**src/design/pfu_pkg.sv**
```systemverilog
package pfu_pkg;

    typedef enum logic [2:0] {
        FMT_I420    = 3'd0,
        FMT_NV12    = 3'd1,
        FMT_BGRA    = 3'd2,
        FMT_BGRX    = 3'd3,
        FMT_RGBA    = 3'd4,
        FMT_YUY2    = 3'd5,
        FMT_UYVY    = 3'd6,
        FMT_UNKNOWN = 3'd7
    } t_pix_fmt;

    localparam int BYTE_W = 8;
    localparam int SUM_W  = 19;

    typedef logic signed [SUM_W-1:0] t_sum;

    // BT.601 integer coefficients, scaled by 256.
    localparam t_sum K_Y    = 19'sd298;
    localparam t_sum K_RV   = 19'sd409;
    localparam t_sum K_GU   = 19'sd100;
    localparam t_sum K_GV   = 19'sd208;
    localparam t_sum K_BU   = 19'sd516;
    localparam t_sum K_RND  = 19'sd128;
    localparam logic [8:0] Y_OFFSET = 9'd16;
    localparam logic [7:0] C_OFFSET = 8'h80;

    // Unpacked pixel carried from the select stage to the conversion stage.
    typedef struct packed {
        logic                     is_yuv;
        logic signed [8:0]        c;
        logic signed [7:0]        d;
        logic signed [7:0]        e;
        logic [BYTE_W-1:0]        red;
        logic [BYTE_W-1:0]        green;
        logic [BYTE_W-1:0]        blue;
    } t_unpacked;

    typedef struct packed {
        logic [BYTE_W-1:0] red;
        logic [BYTE_W-1:0] green;
        logic [BYTE_W-1:0] blue;
    } t_rgb;

endpackage

```
**src/design/pfu_unpack.sv**
```systemverilog
module pfu_unpack (
    input  pfu_pkg::t_pix_fmt  i_fmt,
    input  logic [7:0]         i_byte0,
    input  logic [7:0]         i_byte1,
    input  logic [7:0]         i_byte2,
    input  logic [7:0]         i_byte3,
    input  logic               i_column_odd,
    output pfu_pkg::t_unpacked o_pix
);

    logic       yuv;
    logic [7:0] y_sel;
    logic [7:0] u_sel;
    logic [7:0] v_sel;
    logic [7:0] r_sel;
    logic [7:0] g_sel;
    logic [7:0] b_sel;

    always_comb begin
        yuv   = 1'b0;
        y_sel = i_byte0;
        u_sel = i_byte1;
        v_sel = i_byte2;
        r_sel = 8'd0;
        g_sel = 8'd0;
        b_sel = 8'd0;
        case (i_fmt)
            pfu_pkg::FMT_I420, pfu_pkg::FMT_NV12: begin
                yuv = 1'b1;
            end
            pfu_pkg::FMT_BGRA, pfu_pkg::FMT_BGRX: begin
                r_sel = i_byte2;
                g_sel = i_byte1;
                b_sel = i_byte0;
            end
            pfu_pkg::FMT_RGBA: begin
                r_sel = i_byte0;
                g_sel = i_byte1;
                b_sel = i_byte2;
            end
            pfu_pkg::FMT_YUY2: begin
                yuv   = 1'b1;
                y_sel = i_column_odd ? i_byte2 : i_byte0;
                u_sel = i_byte1;
                v_sel = i_byte3;
            end
            pfu_pkg::FMT_UYVY: begin
                yuv   = 1'b1;
                y_sel = i_column_odd ? i_byte3 : i_byte1;
                u_sel = i_byte0;
                v_sel = i_byte2;
            end
            default: begin
                // Unknown format leaves the pixel black.
                yuv = 1'b0;
            end
        endcase
    end

    always_comb begin
        o_pix.is_yuv = yuv;
        o_pix.c      = $signed({1'b0, y_sel} - pfu_pkg::Y_OFFSET);
        o_pix.d      = $signed(u_sel ^ pfu_pkg::C_OFFSET);
        o_pix.e      = $signed(v_sel ^ pfu_pkg::C_OFFSET);
        o_pix.red    = r_sel;
        o_pix.green  = g_sel;
        o_pix.blue   = b_sel;
    end

endmodule

```
**src/design/pfu_convert.sv**
```systemverilog
module pfu_convert (
    input  pfu_pkg::t_unpacked i_pix,
    output pfu_pkg::t_rgb      o_rgb
);

    pfu_pkg::t_sum luma;
    pfu_pkg::t_sum sum_r;
    pfu_pkg::t_sum sum_g;
    pfu_pkg::t_sum sum_b;

    // Negative sums go to zero; anything at or above 256 after the shift saturates.
    function automatic logic [7:0] clamp_byte(input pfu_pkg::t_sum s);
        logic [7:0] res;
        if (s[pfu_pkg::SUM_W-1]) begin
            res = 8'd0;
        end else if (s[pfu_pkg::SUM_W-2:16] != '0) begin
            res = 8'hFF;
        end else begin
            res = s[15:8];
        end
        return res;
    endfunction

    always_comb begin
        luma  = pfu_pkg::t_sum'(i_pix.c) * pfu_pkg::K_Y + pfu_pkg::K_RND;
        sum_r = luma + pfu_pkg::t_sum'(i_pix.e) * pfu_pkg::K_RV;
        sum_g = luma - pfu_pkg::t_sum'(i_pix.d) * pfu_pkg::K_GU
                     - pfu_pkg::t_sum'(i_pix.e) * pfu_pkg::K_GV;
        sum_b = luma + pfu_pkg::t_sum'(i_pix.d) * pfu_pkg::K_BU;
    end

    always_comb begin
        if (i_pix.is_yuv) begin
            o_rgb.red   = clamp_byte(sum_r);
            o_rgb.green = clamp_byte(sum_g);
            o_rgb.blue  = clamp_byte(sum_b);
        end else begin
            o_rgb.red   = i_pix.red;
            o_rgb.green = i_pix.green;
            o_rgb.blue  = i_pix.blue;
        end
    end

endmodule

```
**src/design/pixel_format_unpack_to_rgb_top.sv**
```systemverilog
// An accepted input item is held in the select register and then in the result register.
// Throughput: one item per clock; the select register and the result register
// form a two-stage pipeline that only stalls when the output is held off.
// Reset (synchronous, active low) empties both stages and sets the pixel
// format to I420; payload registers are not reset.
module pixel_format_unpack_to_rgb_top (
    input  logic        i_clk,
    input  logic        i_rst_n,
    input  logic        i_cfg_wr_en,
    input  logic [2:0]  i_cfg_wr_data,   // pixel_format
    input  logic        s_axis_tvalid,
    output logic        s_axis_tready,
    input  logic [31:0] s_axis_tdata,    // src_byte0, src_byte1, src_byte2, src_byte3
    input  logic [0:0]  s_axis_tuser,    // column_odd
    output logic        m_axis_tvalid,
    input  logic        m_axis_tready,
    output logic [23:0] m_axis_tdata     // red, green, blue
);

    pfu_pkg::t_pix_fmt  r_pixel_format;
    pfu_pkg::t_unpacked n_s1;
    pfu_pkg::t_unpacked r_s1;
    logic               r_v1;
    pfu_pkg::t_rgb      n_s2;
    pfu_pkg::t_rgb      r_s2;
    logic               r_v2;
    logic               adv2;
    logic               adv1;

    always_ff @(posedge i_clk) begin
        if (!i_rst_n) begin
            r_pixel_format <= pfu_pkg::FMT_I420;
        end else if (i_cfg_wr_en) begin
            r_pixel_format <= pfu_pkg::t_pix_fmt'(i_cfg_wr_data);
        end
    end

    pfu_unpack u_unpack (
        .i_fmt        (r_pixel_format),
        .i_byte0      (s_axis_tdata[7:0]),
        .i_byte1      (s_axis_tdata[15:8]),
        .i_byte2      (s_axis_tdata[23:16]),
        .i_byte3      (s_axis_tdata[31:24]),
        .i_column_odd (s_axis_tuser[0]),
        .o_pix        (n_s1)
    );

    pfu_convert u_convert (
        .i_pix (r_s1),
        .o_rgb (n_s2)
    );

    assign adv2          = !r_v2 || m_axis_tready;
    assign adv1          = !r_v1 || adv2;
    assign s_axis_tready = adv1;

    always_ff @(posedge i_clk) begin
        if (!i_rst_n) begin
            r_v1 <= 1'b0;
            r_v2 <= 1'b0;
        end else begin
            if (adv1) begin
                r_v1 <= s_axis_tvalid;
            end
            if (adv2) begin
                r_v2 <= r_v1;
            end
        end
    end

    always_ff @(posedge i_clk) begin
        if (adv1 && s_axis_tvalid) begin
            r_s1 <= n_s1;
        end
        if (adv2 && r_v1) begin
            r_s2 <= n_s2;
        end
    end

    assign m_axis_tvalid = r_v2;
    assign m_axis_tdata  = {r_s2.blue, r_s2.green, r_s2.red};

endmodule

```
**config.mk**
```make
export PLATFORM = sky130hd
export DESIGN_NAME = pixel_format_unpack_to_rgb_top
export DESIGN_NICKNAME = d
export VERILOG_FILES = /design/src/design/pfu_pkg.sv /design/src/design/pfu_unpack.sv /design/src/design/pfu_convert.sv /design/src/design/pixel_format_unpack_to_rgb_top.sv
export SDC_FILE = /design/constraint.sdc
export NUM_CORES = 1
export LEC_CHECK = 0
export ABC_AREA = 1
export BUFFER_PORTS_ARGS = -buffer_cell sky130_fd_sc_hd__buf_2
export CELL_PAD_IN_SITES_DETAIL_PLACEMENT = 0
export CELL_PAD_IN_SITES_GLOBAL_PLACEMENT = 1
export CORE_UTILIZATION = 48
export CTS_CLUSTER_SIZE = 14
export DETAILED_ROUTE_END_ITERATION = 10
export PLACE_DENSITY_LB_ADDON = 0.1
export SLEW_MARGIN = 5
export SYNTH_ARGS = -nofsm -noshare
export SYNTH_HDL_FRONTEND = slang
export SYNTH_SLANG_ARGS = --single-unit
export TNS_END_PERCENT = 5
```
**constraint.sdc**
```tcl
create_clock -name i_clk -period 6.7 [get_ports i_clk]
set_clock_uncertainty 0.05 [all_clocks]
set_input_delay 0 -clock i_clk [delete_from_list [all_inputs] [get_ports i_clk]]
set_output_delay 0 -clock i_clk [all_outputs]
set_load 0.05 [all_outputs]
```
Yosys cells after proc, flatten, opt, wreduce, memory -nomap -nowiden
Index checks and enable logic that the tools add are counted.
- add/sub/neg operators: 6
- $mul: 5
- eq/ne operators: 6
- muxes and demuxes: 15
- bitwise operators: 2
- reductions and logical operators: 13
- operators with widths (kind ; count):
    $mux W8 ; 10
    $pmux W8 S2 ; 3
    $add A19 B19 Y19 ; 2
    $sub A19 B19 Y19 ; 2
    $mux W24 ; 1
    $add A19 B9 Y19 const B ; 1
    $mul A8 B10 Y18 const B ; 1
    $mul A9 B9 Y18 const B ; 1
    $mul A8 B9 Y17 const B ; 1
    $mul A8 B6 Y14 const B ; 1
    $mul A8 B5 Y13 const B ; 1
    $eq A3 B3 Y1 const B ; 3
    $sub A8 B5 Y9 const B ; 1
    $eq A3 B2 Y1 const B ; 2
    $reduce_bool A2 Y1 ; 3
    $reduce_or A4 Y1 ; 1
    $eq A3 B1 Y1 const B ; 1
    $logic_not A3 Y1 ; 1
    $reduce_or A3 Y1 ; 1
    $logic_and A1 B1 Y1 ; 2
    $logic_not A1 Y1 ; 2
    $logic_or A1 B1 Y1 ; 2
    $not A1 Y1 ; 2
    $reduce_or A2 Y1 ; 1
    $mux W1 ; 1
- bits in registers: 79
- output and inout bits: 26

Logic depth before layout (Yosys ltp)
Gate-level depths: netlist of the first run.
- depth after elaboration: 8
- mapped depth: 33
- depth with buffers taken out: 33

Modules after synthesis
From an unflattened synthesis of the first run, not the netlist that was laid out.
- cells, all modules: 1417
- area, all modules: 11208.2 µm²
- modules (own cells, without submodules) (module ; instances ; cells each ; area each (µm²) ; seq. area each (µm²)):
    pfu_convert ; 1 ; 1142 ; 7882.6 ; 0.0
    pixel_format_unpack_to_rgb_top ; 1 ; 100 ; 2418.6 ; 2322.2
    pfu_unpack ; 1 ; 175 ; 907.1 ; 0.0

Worst setup path before layout of the first run
No wires, ideal clock.
- path type: flip-flop to flip-flop
- start point: reg r_s1[48] (netlist name)
- end point: reg r_s2, in the netlist m_axis_tdata[10], data pin
- data arrival time: 5.659 ns
- required time: 6.392 ns
- slack: 0.733 ns
- stages on the path, launching flop included: 31
- buffers on the path: 0
- clock period less this slack: 5.967 ns
- path through: edfxtp_1 -> ha_1 -> ha_1 -> inv_1 -> fa_1 -> fa_1 -> inv_1 -> ha_1 -> nand2_1 -> nand2_1 -> inv_2 -> nand2_2 -> nand2_1 -> nand2_2 -> a21oi_1 -> nand4_1 -> nor2_1 -> nand3_1 -> xor2_1 -> inv_1 -> fa_1 -> inv_1 -> ha_1 -> inv_1 -> nor4_1 -> nand2_1 -> nand3_1 -> xnor2_1 -> nand3_1 -> nand3_4 -> o21ai_1
- RTL lines (element ; line ; RTL):
    from (decl) ; pixel_format_unpack_to_rgb_top.sv:22 ; pfu_pkg::t_unpacked r_s1;
    from (signal assigned) ; pixel_format_unpack_to_rgb_top.sv:73 ; r_s1 <= n_s1;
    to (signal assigned) ; pixel_format_unpack_to_rgb_top.sv:76 ; r_s2 <= n_s2;
    to (decl) ; pixel_format_unpack_to_rgb_top.sv:25 ; pfu_pkg::t_rgb r_s2;

==> qor.txt, run 1 <==
Status -> completed
Most frequent cells in the layout -> nand2_1 (281), inv_1 (271), ha_1 (201)
Syn Area/Cell -> 7.89 um2
CTS H-tree depth -> 3
Initial DRC Count -> 558
CP startpoint -> r_s1[45]
Crit Path Category -> register to register
Placeable Area -> 0.0227 mm2
Via count -> 9572
FF-to-FF Start -> r_s1[45]
Most common library cell in the layout ignoring fill and taps -> nand2_1
Horiz. Die Dim -> 155 um
Hold WS -> 3.79 ps
GRT Total Usage -> 0.273
EDFF count, synth -> 74
Final setup fails -> 0
DRC viols -> 0
Initial Util -> 0.492
Share of layout cells above drive strength 1 -> 0.120
Cell Rows -> 55
Total CTS buffers -> 9
Vias in the first global route -> 9351
Final nets -> 1833
Measured slew at the worst slew-check pin -> 1090 ps
Hold Path Stages -> 3
Clock buffer depth -> 2
Post-synth net total -> 1716
Num ports -> 67
CTS sink cnt -> 79
Clock tree from TritonCTS -> done
Gr ovfl total -> 0
Synth Cell Area -> 0.0112 mm2
# diodes -> 0
Max Cap Viol -> 0
Worst-skew pair later-pin latency -> 340 ps
Clock-pin transition on the worst setup and hold timing paths -> 60 ps
Global-route wire length before repair -> 50.2 mm
Vias per cell -> 5.25
Relative max-transition margin -> 0.271
Area delta synth->final -> 13.9%
Pre-CTS setup slack -> 177 ps
Post-DP HPWL -> 26.2 mm
Die area -> 0.0239 mm2
Worst EP required -> 6740 ps
Hold Fails Final Rpt -> 0
Max FO, Critical Path -> 8
Register area share after synthesis -> 0.208
Final Cell Area -> 0.0127 mm2
Fraction of registers with async set/reset -> 0
Hold Crit Start -> s_axis_tdata[26]
Fmax -> 0.156 GHz
Utilization after layout -> 0.561
Arrival @ worst endpoint -> 6460 ps
Seq cells post-synth -> 79
R2R depth -> 27
Routed WL -> 31.0 mm
Cells after Synth -> 1417
Initial DRT Pass Iterations -> 5
DP Area -> 0.0119 mm2
Hold Crit Class -> primary input to register
Ys flop type -> edfxtp_1
Final period util -> 0.958
Initial antenna violation count -> 0
Final min period -> 6420 ps
Root Buffer -> clkbuf_16
Die Y -> 155 um
Unique masters post-synth -> 48
Yosys warns -> 0
Worst Setup End Kind -> register
Per-cell routed wire length -> 17.0 um
Final WS setup -> 283 ps
Fin. max-slew vios -> 0
GPL Wtd Cong -> 0.991
Largest net degree at the start of global routing -> 51
Port buffer count -> 66
Worst setup SP type -> register
Post-DRT Antenna Nets -> 0
## cells in the mapped netlist, drive strengths merged (5+ instances only)
master	number	area, um2
nor2	71	297
nand4	14	87.6
o21ai	72	383
a21o	10	75.1
o21bai	8	60.1
ha	205	2560
o311ai	5	43.8
dfxtp	5	100
xor2	44	385
fa	53	1060
edfxtp	74	2220
inv	275	1030
nand3	100	558
xnor2	26	228
clkbuf	10	37.5
nand2	295	1150
a21oi	88	452
nor3	13	81.3
o22ai	16	100
## sequential cells by signal, summed over array words and instances, names as in the netlist
signal          cells
r_v1                1
m_axis_tdata       24
r_pixel_format      3
m_axis_tvalid       1
r_s1               50
## critical path, stage by stage (launching register included)
cell and delay (ps):
edfxtp_1 490, ha_1 330, ha_1 300, ha_1 300, fa_1 480, ha_1 280
fa_2 410, nand3_1 190, nand2_2 100, nand2_1 80, nand2_2 70, a21oi_1 160
nand4_1 220, nor2_2 200, nand3_2 100, xor2_2 190, inv_1 90, fa_1 530
inv_1 40, ha_1 330, a21oi_1 190, o31ai_1 100, a21oi_1 180, nand3_2 110
xnor2_2 250, nand3_1 150, nand3_4 170, o21ai_1 80
## cell families (layout without fill, tap and decap cells)
logic type,count (synthesis),in the layout,share of synthesized area
fa+ha+maj,258,258,0.325
compound gates,220,220,0.115
xor+xnor,70,70,0.0549
buf+inv,288,410,0.0979
flops,79,79,0.208
simple gates,502,502,0.200
## path summary, 6_finish.rpt
| kind | slack, ps | end |
|---|---|---|
| worst max-delay path | 280 | m_axis_tdata[15] |
| worst min-delay path | 4 | r_s1[26] |
| worst max register to register | 280 | m_axis_tdata[15] |
| worst min register to register | 490 | m_axis_tdata[7] |
## metrics by stage
step	std cells	setup TNS [ps]
floorplan	1417	0
global route	1824	-488
finish	1824	0
CTS	1818	0
global placement	1772	0
detailed placement	1772	0
## timing repair
| item | 4_1_cts | 5_1_grt |
|---|---|---|
| hold buffers | 30 | 0 |
| setup buffers | 0 | 6 |
| endpoints found under the setup margin | 0 | 16 |
| hold endpoints to repair | 23 | 0 |
| gates resized for setup | 0 | 32 |
## cell type report
cell class              instances  area [um2]
clock buffers                  10         229
clock inverters                 6        67.6
fillers                      2211        9980
inverters                     275        1030
multi-input cells            1050        7920
flip-flops and latches         79        2320
well taps                     285         357
repair buffers                119         803
## layer usage
metal | track usage | up-vias | share of wire
li1 | - | 4926 | -
met2 | 0.475 | 181 | 0.48
met4 | 0.0368 | 0 | 0.0072
met1 | 0.378 | 4449 | 0.48
met3 | 0.0219 | 16 | 0.032
met5 | 0 | - | 0
Power of run 1 is left out: the tool's default activity adds up to more than one toggle a clock period on the data nets, which glitch-free logic cannot reach.
==> inputs of run 2 (changes only) <==
--- a/config.mk
+++ b/config.mk
@@ -9,7 +9,8 @@
 export BUFFER_PORTS_ARGS = -buffer_cell sky130_fd_sc_hd__buf_2
 export CELL_PAD_IN_SITES_DETAIL_PLACEMENT = 0
 export CELL_PAD_IN_SITES_GLOBAL_PLACEMENT = 1
-export CORE_UTILIZATION = 48
+export CORE_ASPECT_RATIO = 1.2
+export CORE_UTILIZATION = 43
 export CTS_CLUSTER_SIZE = 14
 export DETAILED_ROUTE_END_ITERATION = 10
 export PLACE_DENSITY_LB_ADDON = 0.1
==> constraint.sdc (replaced) <==
create_clock -name i_clk -period 5.75 [get_ports i_clk]
set_clock_uncertainty 0.05 [all_clocks]
set_input_delay 0 -clock i_clk [delete_from_list [all_inputs] [get_ports i_clk]]
set_output_delay 0 -clock i_clk [all_outputs]
set_load 0.05 [all_outputs]
==> qor.txt, run 2 (same netlist as run 1, synthesis figures left out) <==
Final setup fails -> 8 (+8)
Biggest register -> r_s1
Post-DP HPWL -> 28.1 mm (+7.0%)
Final min period -> 5920 ps (-501 ps)
Root Buffer -> clkbuf_16
Measured slew at the worst slew-check pin -> 857 ps (-237 ps)
Max Cap Viol -> 0 (unchanged)
Initial antenna violation count -> 3 (+3)
Clock buffer depth -> 2 (unchanged)
Final nets -> 1986 (+8.3%)
GPL Wtd Cong -> 0.919 (-7.3%)
Fmax -> 0.169 GHz (+8.5%)
Cell Rows -> 64 (+16%)
Gr ovfl total -> 0 (unchanged)
Status -> finished, violations left
Vias in the first global route -> 10.0k (+7.4%)
Per-cell routed wire length -> 16.2 um (-4.7%)
Most frequent cells in the layout -> nand2_1 (262), inv_1 (253), ha_1 (185)
Placeable Area -> 0.0255 mm2 (+12%)
Vias per cell -> 5.04 (-4.0%)
Worst-skew pair later-pin latency -> 350 ps (about the same)
Fin. max-slew vios -> 0 (unchanged)
Max incr delay on CP -> 530 ps (about the same)
GRT Total Usage -> 0.255 (-0.0181)
Worst setup SP type -> register
Max FO, Critical Path -> 8 (unchanged)
Top cell by count, worst path -> ha_4
Global-route wire length before repair -> 51.6 mm (+2.7%)
DRC viols -> 0 (unchanged)
Worst Setup End Kind -> register
Clock-pin transition on the worst setup and hold timing paths -> 60 ps (about the same)
Total CTS buffers -> 9 (unchanged)
Hold WS -> 17.1 ps (+13.4 ps)
Most common library cell in the layout ignoring fill and taps -> nand2_1
Relative max-transition margin -> 0.423 (+0.152)
Initial DRC Count -> 445 (-20%)
Initial Util -> 0.437 (-0.0546)
Final period util -> 1.03 (+0.0711)
Die area -> 0.0266 mm2 (+11%)
Post-DRT Antenna Nets -> 0 (unchanged)
R2R depth -> 28 (+3.7%)
Largest net degree at the start of global routing -> 51 (unchanged)
CTS sink cnt -> 79 (unchanged)
Crit Path Category -> register to register
# diodes -> 0 (unchanged)
Die Y -> 179 um (+16%)
Via count -> 10.2k (+6.4%)
Clock tree from TritonCTS -> done
Hold Fails Final Rpt -> 0 (unchanged)
RSZ-0062 raised after global routing -> yes
Final WS setup -> -166 ps (-449 ps)
Port buffer count -> 66 (unchanged)
Failing checks -> setup timing
Max reg flops -> 50 (unchanged)
Slowest CP cell -> fa_1
Horiz. Die Dim -> 149 um (-3.5%)
Routed WL -> 32.7 mm (+5.7%)
Arrival @ worst endpoint -> 5960 ps (-500 ps)
Initial DRT Pass Iterations -> 4 (-1)
CTS H-tree depth -> 3 (unchanged)
Setup tns final -> -1190 ps (-1190 ps)
Hold Path Stages -> 3 (unchanged)
Area delta synth->final -> 28.4%
Worst EP required -> 5790 ps (-950 ps)
Hold Crit Class -> primary input to register
Num ports -> 67 (unchanged)
Share of layout cells above drive strength 1 -> 0.242 (+0.122)
-- run 2: critical path, delay by kind of cell, from the launching register on --
kind                     cells  cell delay [ps]
AO/OA/AOI/OAI                2              200
XOR/XNOR                     2              320
adder cells (fa/ha/maj)      7             2660
buffers and inverters        6              500
flip-flops                   1              470
AND/OR/NAND/NOR             11             1440
-- run 2: layer usage --
metal / wire [um] / vias to the layer above / part of all wire / GRT usage
met4: 534 / 0 / 0.016 / 0.0527
met2: 16300 / 169 / 0.50 / 0.455
met1: 14900 / 4760 / 0.45 / 0.333
met3: 1050 / 28 / 0.032 / 0.0212
li1: - / 5231 / - / -
met5: 0 / - / 0 / 0
-- run 2: area by class of cell --
cell class                 instances  area, um2
timing repair buffer             272       1960
clock buffer                      11        254
clock inverter                     5       38.8
sequential                        79       2320
fill                            2487      11200
inverter                         275       1030
tap                              330        413
multi-input combinational       1050       8320
-- run 2: path summary, 6_finish.rpt --
check | slack [ps] | from | endpoint
worst max-delay path | -170 | r_s1[46] | m_axis_tdata[12]
worst min register to register | 470 | r_s1[5] | m_axis_tdata[21]
worst max register to register | -170 | r_s1[46] | m_axis_tdata[12]
worst min-delay path | 20 | s_axis_tdata[16] | r_s1[0]
-- run 2: timing repair --
action | in CTS | in global routing
hold endpoints to repair | 27 | 0
pin swaps | 47 | 29
setup buffers | 15 | 3
gates cloned | 0 | 0
hold buffers | 32 | 0
endpoints found under the setup margin | 21 | 24
resized for setup | 71 | 40
-- run 2: per-stage QoR --
step	util	instance area [um2]	cells	setup WS, ps
after floorplan	-	11300	1417	-3.09
after global placement	0.515	13200	1956	-409
after detailed placement	0.515	13200	1956	-477
after CTS	0.554	14100	2019	-136
after global routing	0.562	14300	2022	-524
final	0.562	14300	2022	-166
Power of run 2 is left out for the same reason.
